[config.mk]
export PLATFORM = sky130hd
export DESIGN_NAME = sha1_message_hasher
export DESIGN_NICKNAME = d
export VERILOG_FILES = /design/src/hdl/sha1_pkg.sv /design/src/hdl/sha1_ctrl.sv /design/src/hdl/sha1_dp.sv /design/src/hdl/sha1_message_hasher.sv
export SDC_FILE = /design/constraint.sdc
export NUM_CORES = 2
export LEC_CHECK = 0
export BUFFER_PORTS_ARGS = -buffer_cell sky130_fd_sc_hd__buf_4
export CORE_ASPECT_RATIO = 0.9
export CORE_MARGIN = 4
export CORE_UTILIZATION = 36
export CTS_CLUSTER_DIAMETER = 200
export DETAILED_ROUTE_END_ITERATION = 7
export PLACE_DENSITY_LB_ADDON = 0.12
export SETUP_SLACK_MARGIN = 0.2
export SYNTH_ARGS = -nofsm -noshare
export SYNTH_HDL_FRONTEND = slang
export SYNTH_SLANG_ARGS = --single-unit
[constraint.sdc]
create_clock -name clk_i -period 17.9 [get_ports clk_i]
set_input_delay 1.79 -clock clk_i [delete_from_list [all_inputs] [get_ports clk_i]]
set_output_delay 1.79 -clock clk_i [all_outputs]
set_load 0.02 [all_outputs]
[src/hdl/sha1_pkg.sv]
// Shared types, constants and round functions for the SHA-1 message hasher.
// Used by sha1_ctrl, sha1_dp and the top level sha1_message_hasher.
package sha1_pkg;

  localparam int unsigned WordW   = 32;
  localparam int unsigned ByteW   = 8;
  localparam int unsigned NumH    = 5;
  localparam int unsigned FillW   = 6;
  localparam int unsigned LenW    = 64;
  localparam int unsigned RndW    = 7;
  localparam int unsigned IdxW    = 3;
  localparam int unsigned ActW    = 2;
  localparam int unsigned BlkW    = 512;

  localparam logic [ActW-1:0] ACT_ABSORB     = 2'd0;
  localparam logic [ActW-1:0] ACT_ABSORB_FIN = 2'd1;
  localparam logic [ActW-1:0] ACT_FINISH     = 2'd2;

  localparam logic [RndW-1:0]  LastRound  = 7'd79;
  localparam logic [IdxW-1:0]  LastWord   = 3'd4;
  localparam logic [FillW-1:0] FillLast   = 6'd63;
  localparam logic [FillW-1:0] FillLenPos = 6'd56;
  localparam logic [2:0]       LenBytesHi = 3'd7;
  localparam logic [ByteW-1:0] PadMark    = 8'h80;
  localparam logic [ByteW-1:0] PadZero    = 8'h00;

  localparam logic [NumH-1:0][WordW-1:0] H_INIT = {
    32'hC3D2E1F0, 32'h10325476, 32'h98badcfe, 32'hefcdab89, 32'h67452301
  };

  localparam logic [WordW-1:0] K0 = 32'h5A827999;
  localparam logic [WordW-1:0] K1 = 32'h6ED9EBA1;
  localparam logic [WordW-1:0] K2 = 32'h8F1BBCDC;
  localparam logic [WordW-1:0] K3 = 32'hCA62C1D6;

  typedef enum logic [2:0] {
    ST_IDLE,
    ST_PAD,
    ST_ROUND,
    ST_FOLD,
    ST_OUT
  } ctrl_state_e;

  typedef enum logic [1:0] {
    PH_MARK,
    PH_ZERO,
    PH_LEN,
    PH_DONE
  } pad_phase_e;

  typedef enum logic [1:0] {
    BS_INPUT,
    BS_MARK,
    BS_ZERO,
    BS_LEN
  } byte_sel_e;

  typedef struct packed {
    logic            absorb;
    byte_sel_e       byte_sel;
    logic [2:0]      len_idx;
    logic            count_len;
    logic            round_en;
    logic [RndW-1:0] round_idx;
    logic            fold;
    logic            restart;
    logic [IdxW-1:0] out_idx;
  } dp_cmd_t;

  typedef struct packed {
    logic [FillW-1:0] fill;
  } dp_sts_t;

  function automatic logic [WordW-1:0] round_k(input logic [RndW-1:0] t);
    logic [WordW-1:0] k;
    if (t < 7'd20) begin
      k = K0;
    end else if (t < 7'd40) begin
      k = K1;
    end else if (t < 7'd60) begin
      k = K2;
    end else begin
      k = K3;
    end
    return k;
  endfunction

  function automatic logic [WordW-1:0] round_f(input logic [RndW-1:0] t,
                                               input logic [WordW-1:0] b,
                                               input logic [WordW-1:0] c,
                                               input logic [WordW-1:0] d);
    logic [WordW-1:0] f;
    if (t < 7'd20) begin
      f = (b & c) | (~b & d);
    end else if (t < 7'd40) begin
      f = b ^ c ^ d;
    end else if (t < 7'd60) begin
      f = (b & c) | (b & d) | (c & d);
    end else begin
      f = b ^ c ^ d;
    end
    return f;
  endfunction

endpackage

[src/hdl/sha1_ctrl.sv]
// Sequencer for the SHA-1 hasher: request intake, padding, rounds, digest output.
// Depends on sha1_pkg; drives sha1_dp through dp_cmd_t and reads dp_sts_t.
module sha1_ctrl (
  input  logic                        clk_i,
  input  logic                        rst_ni,
  input  logic                        valid_i,
  output logic                        stall_o,
  input  logic [sha1_pkg::ActW-1:0]   action_i,
  output logic                        valid_o,
  input  logic                        stall_i,
  output sha1_pkg::dp_cmd_t           cmd_o,
  input  sha1_pkg::dp_sts_t           sts_i
);

  sha1_pkg::ctrl_state_e           state_q, state_d;
  sha1_pkg::pad_phase_e            phase_q, phase_d;
  logic                            fin_q, fin_d;
  logic [sha1_pkg::RndW-1:0]       rnd_q, rnd_d;
  logic [2:0]                      len_cnt_q, len_cnt_d;
  logic [sha1_pkg::IdxW-1:0]       oidx_q, oidx_d;

  logic in_acc;
  logic out_acc;
  logic act_absorb;
  logic act_fin;
  logic fill_last;
  logic fill_len;

  assign in_acc     = valid_i && (state_q == sha1_pkg::ST_IDLE);
  assign out_acc    = (state_q == sha1_pkg::ST_OUT) && !stall_i;
  assign act_absorb = (action_i == sha1_pkg::ACT_ABSORB) ||
                      (action_i == sha1_pkg::ACT_ABSORB_FIN);
  assign act_fin    = (action_i != sha1_pkg::ACT_ABSORB);
  assign fill_last  = (sts_i.fill == sha1_pkg::FillLast);
  assign fill_len   = (sts_i.fill == sha1_pkg::FillLenPos);

  // next state
  always_comb begin
    state_d   = state_q;
    phase_d   = phase_q;
    fin_d     = fin_q;
    rnd_d     = '0;
    len_cnt_d = len_cnt_q;
    oidx_d    = oidx_q;
    unique case (state_q)
      sha1_pkg::ST_IDLE: begin
        if (in_acc) begin
          fin_d     = act_fin;
          phase_d   = sha1_pkg::PH_MARK;
          len_cnt_d = sha1_pkg::LenBytesHi;
          if (act_absorb && fill_last) begin
            state_d = sha1_pkg::ST_ROUND;
          end else if (act_fin) begin
            state_d = sha1_pkg::ST_PAD;
          end
        end
      end
      sha1_pkg::ST_PAD: begin
        unique case (phase_q)
          sha1_pkg::PH_MARK: begin
            phase_d = sha1_pkg::PH_ZERO;
            if (fill_last) state_d = sha1_pkg::ST_ROUND;
          end
          sha1_pkg::PH_ZERO: begin
            if (fill_len) begin
              phase_d = sha1_pkg::PH_LEN;
            end else if (fill_last) begin
              state_d = sha1_pkg::ST_ROUND;
            end
          end
          sha1_pkg::PH_LEN: begin
            len_cnt_d = len_cnt_q - 3'd1;
            if (len_cnt_q == '0) phase_d = sha1_pkg::PH_DONE;
            if (fill_last) state_d = sha1_pkg::ST_ROUND;
          end
          sha1_pkg::PH_DONE: begin
            state_d = sha1_pkg::ST_OUT;
          end
          default: state_d = sha1_pkg::ST_OUT;
        endcase
      end
      sha1_pkg::ST_ROUND: begin
        rnd_d = rnd_q + 7'd1;
        if (rnd_q == sha1_pkg::LastRound) begin
          rnd_d   = '0;
          state_d = sha1_pkg::ST_FOLD;
        end
      end
      sha1_pkg::ST_FOLD: begin
        if (!fin_q) begin
          state_d = sha1_pkg::ST_IDLE;
        end else if (phase_q == sha1_pkg::PH_DONE) begin
          state_d = sha1_pkg::ST_OUT;
        end else begin
          state_d = sha1_pkg::ST_PAD;
        end
      end
      sha1_pkg::ST_OUT: begin
        if (out_acc) begin
          oidx_d = oidx_q + 3'd1;
          if (oidx_q == sha1_pkg::LastWord) begin
            oidx_d  = '0;
            fin_d   = 1'b0;
            state_d = sha1_pkg::ST_IDLE;
          end
        end
      end
      default: state_d = sha1_pkg::ST_IDLE;
    endcase
  end

  // outputs
  always_comb begin
    cmd_o           = '0;
    cmd_o.byte_sel  = sha1_pkg::BS_INPUT;
    cmd_o.len_idx   = len_cnt_q;
    cmd_o.round_idx = rnd_q;
    cmd_o.out_idx   = oidx_q;
    stall_o         = (state_q != sha1_pkg::ST_IDLE);
    valid_o         = (state_q == sha1_pkg::ST_OUT);
    unique case (state_q)
      sha1_pkg::ST_IDLE: begin
        cmd_o.absorb    = in_acc && act_absorb;
        cmd_o.count_len = in_acc && act_absorb;
      end
      sha1_pkg::ST_PAD: begin
        unique case (phase_q)
          sha1_pkg::PH_MARK: begin
            cmd_o.absorb   = 1'b1;
            cmd_o.byte_sel = sha1_pkg::BS_MARK;
          end
          sha1_pkg::PH_ZERO: begin
            cmd_o.absorb   = !fill_len;
            cmd_o.byte_sel = sha1_pkg::BS_ZERO;
          end
          sha1_pkg::PH_LEN: begin
            cmd_o.absorb   = 1'b1;
            cmd_o.byte_sel = sha1_pkg::BS_LEN;
          end
          default: cmd_o.absorb = 1'b0;
        endcase
      end
      sha1_pkg::ST_ROUND: cmd_o.round_en = 1'b1;
      sha1_pkg::ST_FOLD:  cmd_o.fold     = 1'b1;
      sha1_pkg::ST_OUT:   cmd_o.restart  = out_acc && (oidx_q == sha1_pkg::LastWord);
      default:            cmd_o.absorb   = 1'b0;
    endcase
  end

  always_ff @(posedge clk_i or negedge rst_ni) begin
    if (!rst_ni) begin
      state_q   <= sha1_pkg::ST_IDLE;
      phase_q   <= sha1_pkg::PH_MARK;
      fin_q     <= 1'b0;
      rnd_q     <= '0;
      len_cnt_q <= sha1_pkg::LenBytesHi;
      oidx_q    <= '0;
    end else begin
      state_q   <= state_d;
      phase_q   <= phase_d;
      fin_q     <= fin_d;
      rnd_q     <= rnd_d;
      len_cnt_q <= len_cnt_d;
      oidx_q    <= oidx_d;
    end
  end

endmodule

[src/hdl/sha1_dp.sv]
// SHA-1 datapath: byte packing line, message schedule, round unit, chaining words.
// Depends on sha1_pkg; commanded by sha1_ctrl.
module sha1_dp (
  input  logic                          clk_i,
  input  logic                          rst_ni,
  input  sha1_pkg::dp_cmd_t             cmd_i,
  output sha1_pkg::dp_sts_t             sts_o,
  input  logic [sha1_pkg::ByteW-1:0]    data_byte_i,
  output logic [sha1_pkg::WordW-1:0]    digest_word_o
);

  logic [sha1_pkg::BlkW-1:0]                       blk_q, blk_d;
  logic [sha1_pkg::NumH-1:0][sha1_pkg::WordW-1:0]  h_q, h_d;
  logic [sha1_pkg::WordW-1:0]                      a_q, b_q, c_q, d_q, e_q;
  logic [sha1_pkg::WordW-1:0]                      a_d, b_d, c_d, d_d, e_d;
  logic [sha1_pkg::FillW-1:0]                      fill_q, fill_d;
  logic [sha1_pkg::LenW-1:0]                       len_q, len_d;

  logic [sha1_pkg::ByteW-1:0] byte_in;
  logic [sha1_pkg::WordW-1:0] a_in, b_in, c_in, d_in, e_in;
  logic [sha1_pkg::WordW-1:0] wt, wx, w_new, tmp;
  logic                       first;

  always_comb begin
    unique case (cmd_i.byte_sel)
      sha1_pkg::BS_INPUT: byte_in = data_byte_i;
      sha1_pkg::BS_MARK:  byte_in = sha1_pkg::PadMark;
      sha1_pkg::BS_ZERO:  byte_in = sha1_pkg::PadZero;
      sha1_pkg::BS_LEN:   byte_in = len_q[{cmd_i.len_idx, 3'b000} +: sha1_pkg::ByteW];
      default:            byte_in = sha1_pkg::PadZero;
    endcase
  end

  assign first = (cmd_i.round_idx == '0);
  assign a_in  = first ? h_q[0] : a_q;
  assign b_in  = first ? h_q[1] : b_q;
  assign c_in  = first ? h_q[2] : c_q;
  assign d_in  = first ? h_q[3] : d_q;
  assign e_in  = first ? h_q[4] : e_q;

  assign wt    = blk_q[511:480];
  assign wx    = blk_q[95:64] ^ blk_q[255:224] ^ blk_q[447:416] ^ blk_q[511:480];
  assign w_new = {wx[30:0], wx[31]};
  assign tmp   = {a_in[26:0], a_in[31:27]} +
                 sha1_pkg::round_f(cmd_i.round_idx, b_in, c_in, d_in) +
                 e_in + wt + sha1_pkg::round_k(cmd_i.round_idx);

  always_comb begin
    blk_d  = blk_q;
    fill_d = fill_q;
    len_d  = len_q;
    h_d    = h_q;
    a_d    = a_q;
    b_d    = b_q;
    c_d    = c_q;
    d_d    = d_q;
    e_d    = e_q;
    if (cmd_i.absorb) begin
      blk_d  = {blk_q[sha1_pkg::BlkW-sha1_pkg::ByteW-1:0], byte_in};
      fill_d = fill_q + 6'd1;
    end
    if (cmd_i.count_len) len_d = len_q + 64'd8;
    if (cmd_i.round_en) begin
      blk_d = {blk_q[sha1_pkg::BlkW-sha1_pkg::WordW-1:0], w_new};
      a_d   = tmp;
      b_d   = a_in;
      c_d   = {b_in[1:0], b_in[31:2]};
      d_d   = c_in;
      e_d   = d_in;
    end
    if (cmd_i.fold) begin
      h_d[0] = h_q[0] + a_q;
      h_d[1] = h_q[1] + b_q;
      h_d[2] = h_q[2] + c_q;
      h_d[3] = h_q[3] + d_q;
      h_d[4] = h_q[4] + e_q;
    end
    if (cmd_i.restart) begin
      h_d    = sha1_pkg::H_INIT;
      fill_d = '0;
      len_d  = '0;
    end
  end

  always_comb begin
    unique case (cmd_i.out_idx)
      3'd0:    digest_word_o = h_q[0];
      3'd1:    digest_word_o = h_q[1];
      3'd2:    digest_word_o = h_q[2];
      3'd3:    digest_word_o = h_q[3];
      3'd4:    digest_word_o = h_q[4];
      default: digest_word_o = h_q[0];
    endcase
  end

  assign sts_o.fill = fill_q;

  always_ff @(posedge clk_i or negedge rst_ni) begin
    if (!rst_ni) begin
      h_q    <= sha1_pkg::H_INIT;
      fill_q <= '0;
      len_q  <= '0;
    end else begin
      h_q    <= h_d;
      fill_q <= fill_d;
      len_q  <= len_d;
    end
  end

  always_ff @(posedge clk_i) begin
    blk_q <= blk_d;
    a_q   <= a_d;
    b_q   <= b_d;
    c_q   <= c_d;
    d_q   <= d_d;
    e_q   <= e_d;
  end

endmodule

[src/hdl/sha1_message_hasher.sv]
// SHA-1 over a byte stream, one byte per request; a finish request pads the
// message and returns the five digest words, most significant first. A plain
// byte request is taken at once while the hasher is idle; the 64th byte of a
// block starts the 80-round compression (one round per cycle) and the fold into
// the chaining words, during which further requests are stalled. A finish then
// feeds 9 to 72 padding and length bytes through the same byte path, with one
// or two more compressions, before the digest words appear.
// Depends on sha1_pkg, sha1_ctrl and sha1_dp.
module sha1_message_hasher (
  input  logic                          clk_i,
  input  logic                          rst_ni,
  input  logic                          valid_i,
  output logic                          stall_o,
  input  logic [sha1_pkg::ActW-1:0]     action_i,
  input  logic [sha1_pkg::ByteW-1:0]    data_byte_i,
  output logic                          valid_o,
  input  logic                          stall_i,
  output logic [sha1_pkg::WordW-1:0]    digest_word_o,
  output logic [sha1_pkg::IdxW-1:0]     word_index_o,
  output logic                          last_word_o
);

  sha1_pkg::dp_cmd_t cmd;
  sha1_pkg::dp_sts_t sts;

  sha1_ctrl u_ctrl (
    .clk_i    (clk_i),
    .rst_ni   (rst_ni),
    .valid_i  (valid_i),
    .stall_o  (stall_o),
    .action_i (action_i),
    .valid_o  (valid_o),
    .stall_i  (stall_i),
    .cmd_o    (cmd),
    .sts_i    (sts)
  );

  sha1_dp u_dp (
    .clk_i         (clk_i),
    .rst_ni        (rst_ni),
    .cmd_i         (cmd),
    .sts_o         (sts),
    .data_byte_i   (data_byte_i),
    .digest_word_o (digest_word_o)
  );

  assign word_index_o = cmd.out_idx;
  assign last_word_o  = (cmd.out_idx == sha1_pkg::LastWord);

`ifndef ASSERT_OFF
  a_idle_no_out: assert property (@(posedge clk_i) disable iff (!rst_ni)
    !stall_o |-> !valid_o) else $error("output valid while taking requests");

  a_first_word: assert property (@(posedge clk_i) disable iff (!rst_ni)
    $rose(valid_o) |-> (word_index_o == '0)) else $error("digest does not start at word 0");

  a_idx_range: assert property (@(posedge clk_i) disable iff (!rst_ni)
    valid_o |-> (word_index_o <= sha1_pkg::LastWord)) else $error("word index out of range");

  a_back_idle: assert property (@(posedge clk_i) disable iff (!rst_ni)
    (valid_o && !stall_i && last_word_o) |=> (!stall_o && !valid_o))
    else $error("not idle after last digest word");
`endif

endmodule
-- After elaboration in Yosys (flattened, before gate mapping)
Index checks and enable logic that the tools add are counted.
- add/subtract/negate cells: 14
- magnitude comparators: 3
- equality and inequality tests: 28
- shift-type cells: 1
- multiplexer cells: 56
- bitwise logic cells: 13
- reduce and logical (&&, ||, !) cells: 28
- operator list (cell ; count):
    $mux 512 ; 2
    $mux 160 ; 2
    $mux 32 ; 10
    $add 32x32->32 ; 9
    $xor 32x32->32 ; 5
    $and 32x32->32 ; 4
    $mux 64 ; 2
    $pmux 32 s4 ; 1
    $or 32x32->32 ; 3
    $add 64x4->64 const B ; 1
    $shiftx 64x7->8 ; 1
    $mux 3 ; 13
    $not 32->32 ; 1
    $pmux 8 s4 ; 1
    $mux 31 ; 1
    $pmux 3 s5 ; 1
    $lt 7x6->1 const B ; 2
    $mux 7 ; 2
    $reduce_bool 2->1 ; 7
    $eq 3x2->1 const B ; 4
    $eq 6x6->1 const B ; 2
    $mux 6 ; 2
    $pmux 2 s3 ; 2
    $ne 2x1->1 const B ; 5
    32 further kinds ; 60
- register bits: 921
- input port bits: 14
- output and inout port bits: 38

-- Logic depth before layout (Yosys ltp)
- word-level depth: 12
- depth in mapped cells: 30

-- Hierarchy
A second synthesis with hierarchy kept.
- cells, all modules: 4495
- area total of the unflattened synthesis: 54138.2 sq um
- by module, submodules not included (module ; instances ; cells an instance ; area each (sq um) ; seq. area each (sq um)):
    sha1_dp ; 1 ; 4364 ; 52826.9 ; 25959.9
    sha1_ctrl ; 1 ; 130 ; 1298.7 ; 479.2
    sha1_message_hasher ; 1 ; 1 ; 12.5 ; 0.0

-- Least setup slack after synthesis
OpenSTA, ideal clock, no wires.
- path type: in2reg
- start point: input valid_i
- end point: register u_dp.blk_q[0] (netlist bit) (enable)
- setup time: 3625 ps
- arrival time: 10685 ps
- required time: 14275 ps
- slack: 3590 ps
- stages: 4
- cell sequence: or4b_4 nor2_8 nor2_1 nand2_1
- longest elaborated chain between the ends: 4
- RTL lines (what ; line ; RTL):
    start: declaration ; sha1_message_hasher.sv:12 ; input logic valid_i,
    $logic_and 1x1->1 ; sha1_ctrl.sv:29 ; assign in_acc = valid_i && (state_q == sha1_pkg::ST_IDLE);
    $logic_and 1x1->1 ; sha1_ctrl.sv:123 ; cmd_o.absorb = in_acc && act_absorb;
    $pmux 1 s2 ; sha1_ctrl.sv:121 ; unique case (state_q)
    $reduce_bool 2->1 (no source line) ; n/a ;
    end signal: assignment ; sha1_dp.sv:111 ; blk_q <= blk_d;
    end: declaration ; sha1_dp.sv:12 ; logic [sha1_pkg::BlkW-1:0] blk_q, blk_d;
Every way passes these cells.
A chain may end at the register's enable or synchronous reset.

-- Worst setup path after layout
- start point: register u_ctrl.rnd_q[0] (netlist bit)
- end point: register u_dp.a_q[28] (netlist bit), data pin
- longest elaborated chain between the ends: 12
- elaborated cells between the ends (all ways): 29
- RTL lines (what ; line ; RTL):
    start: declaration ; sha1_ctrl.sv:18 ; logic [sha1_pkg::RndW-1:0] rnd_q, rnd_d;
    start signal: assignment ; sha1_ctrl.sv:162 ; rnd_q <= rnd_d;
    $logic_not 7->1 ; sha1_dp.sv:34 ; assign first = (cmd_i.round_idx == '0);
    $mux 32, on equally long branches ; sha1_dp.sv:36, sha1_dp.sv:37, sha1_dp.sv:38 ;
    $and 32x32->32, on equally long branches ; sha1_pkg.sv:94, sha1_pkg.sv:98 ;
    $or 32x32->32 (2 in a row) ; sha1_pkg.sv:98 ; f = (b & c) | (b & d) | (c & d);
    $mux 32 ; sha1_pkg.sv:97 ; end else if (t < 7'd60) begin
    $mux 32 ; sha1_pkg.sv:95 ; end else if (t < 7'd40) begin
    $mux 32 ; sha1_pkg.sv:93 ; if (t < 7'd20) begin
    $add 32x32->32 ; sha1_dp.sv:44 ; assign tmp = {a_in[26:0], a_in[31:27]} +
    $add 32x32->32 ; sha1_dp.sv:45 ; sha1_pkg::round_f(cmd_i.round_idx, b_in, c_in, d_in) +
    $add 32x32->32 ; sha1_dp.sv:46 ; e_in + wt + sha1_pkg::round_k(cmd_i.round_idx);
    $add 32x32->32 * ; sha1_dp.sv:46 ;
    via u_dp.tmp (one bit) ; sha1_dp.sv:21 ; logic [sha1_pkg::WordW-1:0] wt, wx, w_new, tmp;
    end signal: assignment ; sha1_dp.sv:112 ; a_q <= a_d;
    end: declaration ; sha1_dp.sv:14 ; logic [sha1_pkg::WordW-1:0] a_q, b_q, c_q, d_q, e_q;
The timed path passes the listed nets; every way through them passes the cells marked *.

==> metrics.yaml <==
dp_hpwl_um: 108300
routedWlPerCell_um: 20.86
ctsRootBufferMaster: "clkbuf_16"
cts_resized: 0
synth_top_area_share_pct: 37.40
fin_nets: 5813
synth.area.top_cells: "edfxtp_1, nand2_1, dfrtp_1, ha_1, fa_1"
syn_area_um2: 53960
die_x_um: 416.1
highest_layer: "met4"
fin_skew_ps: 25.58
die_area_um2: 156200
cts_hold_buf: 0
grt_max_degree: 202
start_util_pct: 36.33
grt_antenna_before_repair: 0
synthFlopType: "edfxtp_1"
final-hold-violation-count: 0
cts.sinks: 918
drt_iter0_drc: 3874
insertion_delay_ps: 740
yosysTopAreaCell: "edfxtp_1"
yosys_warnings: 0
overflow: 0
avgViaCountPerCell: 5.253
ys_ff_latch: 918
drcViolationCount: 0
cts_tree: "built"
holdPathEnd: "u_ctrl.fin_q"
grt_pass1_wl_um: 239800
status: "finished clean"
slew_violations: 0
setup-tns-final_ps: 0
relSlewSlack_pct: 25.94
core_um2: 148500
n_antenna_cell: 0
startpoint_type: "flop"
maxCapViolCount: 0
fillers: 14680
clk_pin_slew_worst_paths_ps: 60
dpl_cell_area_um2: 56270
placedCellCount: 7338
antenna_left: 0
final_cell_area_um2: 59900
rsz0062_at_grt: "false"
htreeDepth: 3
timing.fmax_ghz: 0.1199
synth_most_common_cell: "nand2_1"
required_ps: 18390
hp-class: "flop to flop"
synth-edff-count: 672
io_pins: 52
synthArstFlopShare_pct: 26.80
firstDrtPassIters: 6
synth_cells: 5527
critical_path_class: "flop to flop"
max-clock-path-buffers: 3
reg2reg_from: "u_ctrl.rnd_q[0]"
dr_wl_met2_um: 64480
hp-start: "u_ctrl.fin_q"
ys_types: 88
syn-num-nets: 5864
hold_depth: 2
fp.dieH_um: 375.3
drive_gt1_share_pct: 8.327
yosysSeqAreaShare_pct: 49.00
finalNonFillerCells: 7544
endpoint_kind: "flop"
worst_pin_slew_ps: 1111
reg2reg_depth: 25
portBuffers: 51
wl_met1_um: 81010
period_minus_slack_ps: 8343
cts_buffers: 108
first_global_vias: 38060
path_max_fanout: 100
postCtsSetupRepairBufs: 0
r2r-end: "u_dp.a_q[28]"
via_count: 39630
ff2ff_setup_slack_ps: 9560
place_congestion: 0.8905
wl_met3_um: 7852
period_share_pct: 46.61
avgSynthCellArea_um2: 9.763
grt_use_total_pct: 19.69
routed_wl_um: 157400
syn_to_final_growth_pct: 11.00
rows: 134
netlist_top_cells_count: "nand2_1, edfxtp_1, o21ai_0, nor2_1, inv_1"
final-setup-viol-count: 0
arrival_ps: 8830
-- sequential cells by signal, indices dropped and copies added, names as in the netlist --
name	count
u_dp.a_q	32
u_dp.h_q	160
u_dp.sts_o	6
u_ctrl.fin_q	1
u_dp.b_q	32
u_ctrl.phase_q	2
u_ctrl.state_q	3
u_dp.d_q	32
u_dp.blk_q	512
u_ctrl.oidx_q	3
u_dp.c_q	32
u_ctrl.rnd_q	7
u_ctrl.len_cnt_q	3
u_dp.e_q	32
u_dp.len_q	61
-- metrics by stage --
stage | worst slack (ps) | hold slack [ps] | util [%]
4_1_cts | 9657 | 510.0 | 40.32
3_3_place_gp | 9654 | 493.8 | 37.88
6_report | 9557 | 514.5 | 40.32
2_1_floorplan | 3590 | 468.7 | -
3_5_place_dp | 9701 | 502.8 | 37.88
5_1_grt | 9249 | 543.7 | 40.32
-- layout by cell type (no fill, tap or decap), types with 24 or more instances in the layout --
cell,n
nor2_1,266
a31oi_1,66
clkbuf_1,29
mux2i_1,115
and3_1,41
inv_1,258
buf_4,86
o21bai_1,25
o21a_1,26
clkbuf_16,109
ha_1,213
a21o_1,95
a21oi_1,231
mux2_2,86
o21ai_0,276
nor3_1,66
nand3_1,116
xnor2_1,213
or3_1,24
a211oi_1,28
dfrtp_1,163
fa_1,110
edfxtp_1,672
dfstp_2,83
nand2_1,1605
xor2_1,113
a22oi_1,67
-- metal layers --
metal	global-route usage [%]	vias to the layer above
li1	-	19090
met1	31.35	19440
met2	27.78	909
met3	2.571	189
met4	5.139	0
met5	0	-
-- cell type report --
type | instances | area, um^2 | area share (%)
flip-flops and latches | 918 | 26440 | 44.14
multi-input cells | 4094 | 25600 | 42.74
clock buffers | 145 | 2933 | 4.896
well taps | 1972 | 2467 | 4.119
inverters | 261 | 987.2 | 1.648
repair buffers | 93 | 780.7 | 1.303
clock inverters | 61 | 693.2 | 1.157
-- worst max-delay path, stage by stage, from the launching register on --
cell and delay (ps):
dfrtp_1 410, inv_1 70, ha_1 190, nor4b_1 160, nand2_4 190, buf_12 520, buf_4 800, mux2i_1 440
fa_1 490, a221oi_1 560, fa_1 560, fa_1 510, inv_1 50, fa_1 480, inv_1 50, ha_1 360
and3_1 230, a221o_1 320, a21oi_1 210, o211ai_1 130, a311oi_1 340, o21ai_1 130, a31oi_1 350, o21bai_1 110
a21oi_1 180, xnor2_1 90
-- worst max-delay path by stage --
stage / from / to / slack (ps) / depth (start not counted)
floorplan: valid_i / u_dp.blk_q[0] / 3590 / 4
detailed placement: u_ctrl.rnd_q[0] / u_dp.a_q[28] / 9700 / 25
global route: u_ctrl.rnd_q[0] / u_dp.a_q[28] / 9250 / 25
CTS: u_ctrl.rnd_q[0] / u_dp.a_q[28] / 9660 / 25
global placement: u_ctrl.rnd_q[0] / u_dp.a_q[28] / 9650 / 25
finish: u_ctrl.rnd_q[0] / u_dp.a_q[28] / 9560 / 25
-- kinds of logic after synthesis --
logic type	count (synthesis)	share of synthesized area (%)
compound gates	980	11.33
mux	214	4.471
xor+xnor	326	5.291
flops	918	49.00
fa+ha+maj	323	9.020
buf+inv	515	3.643
simple gates	2251	17.24
Power is not shown: default switching activity piles up to over one toggle a cycle in this logic, so the estimate is an artifact.
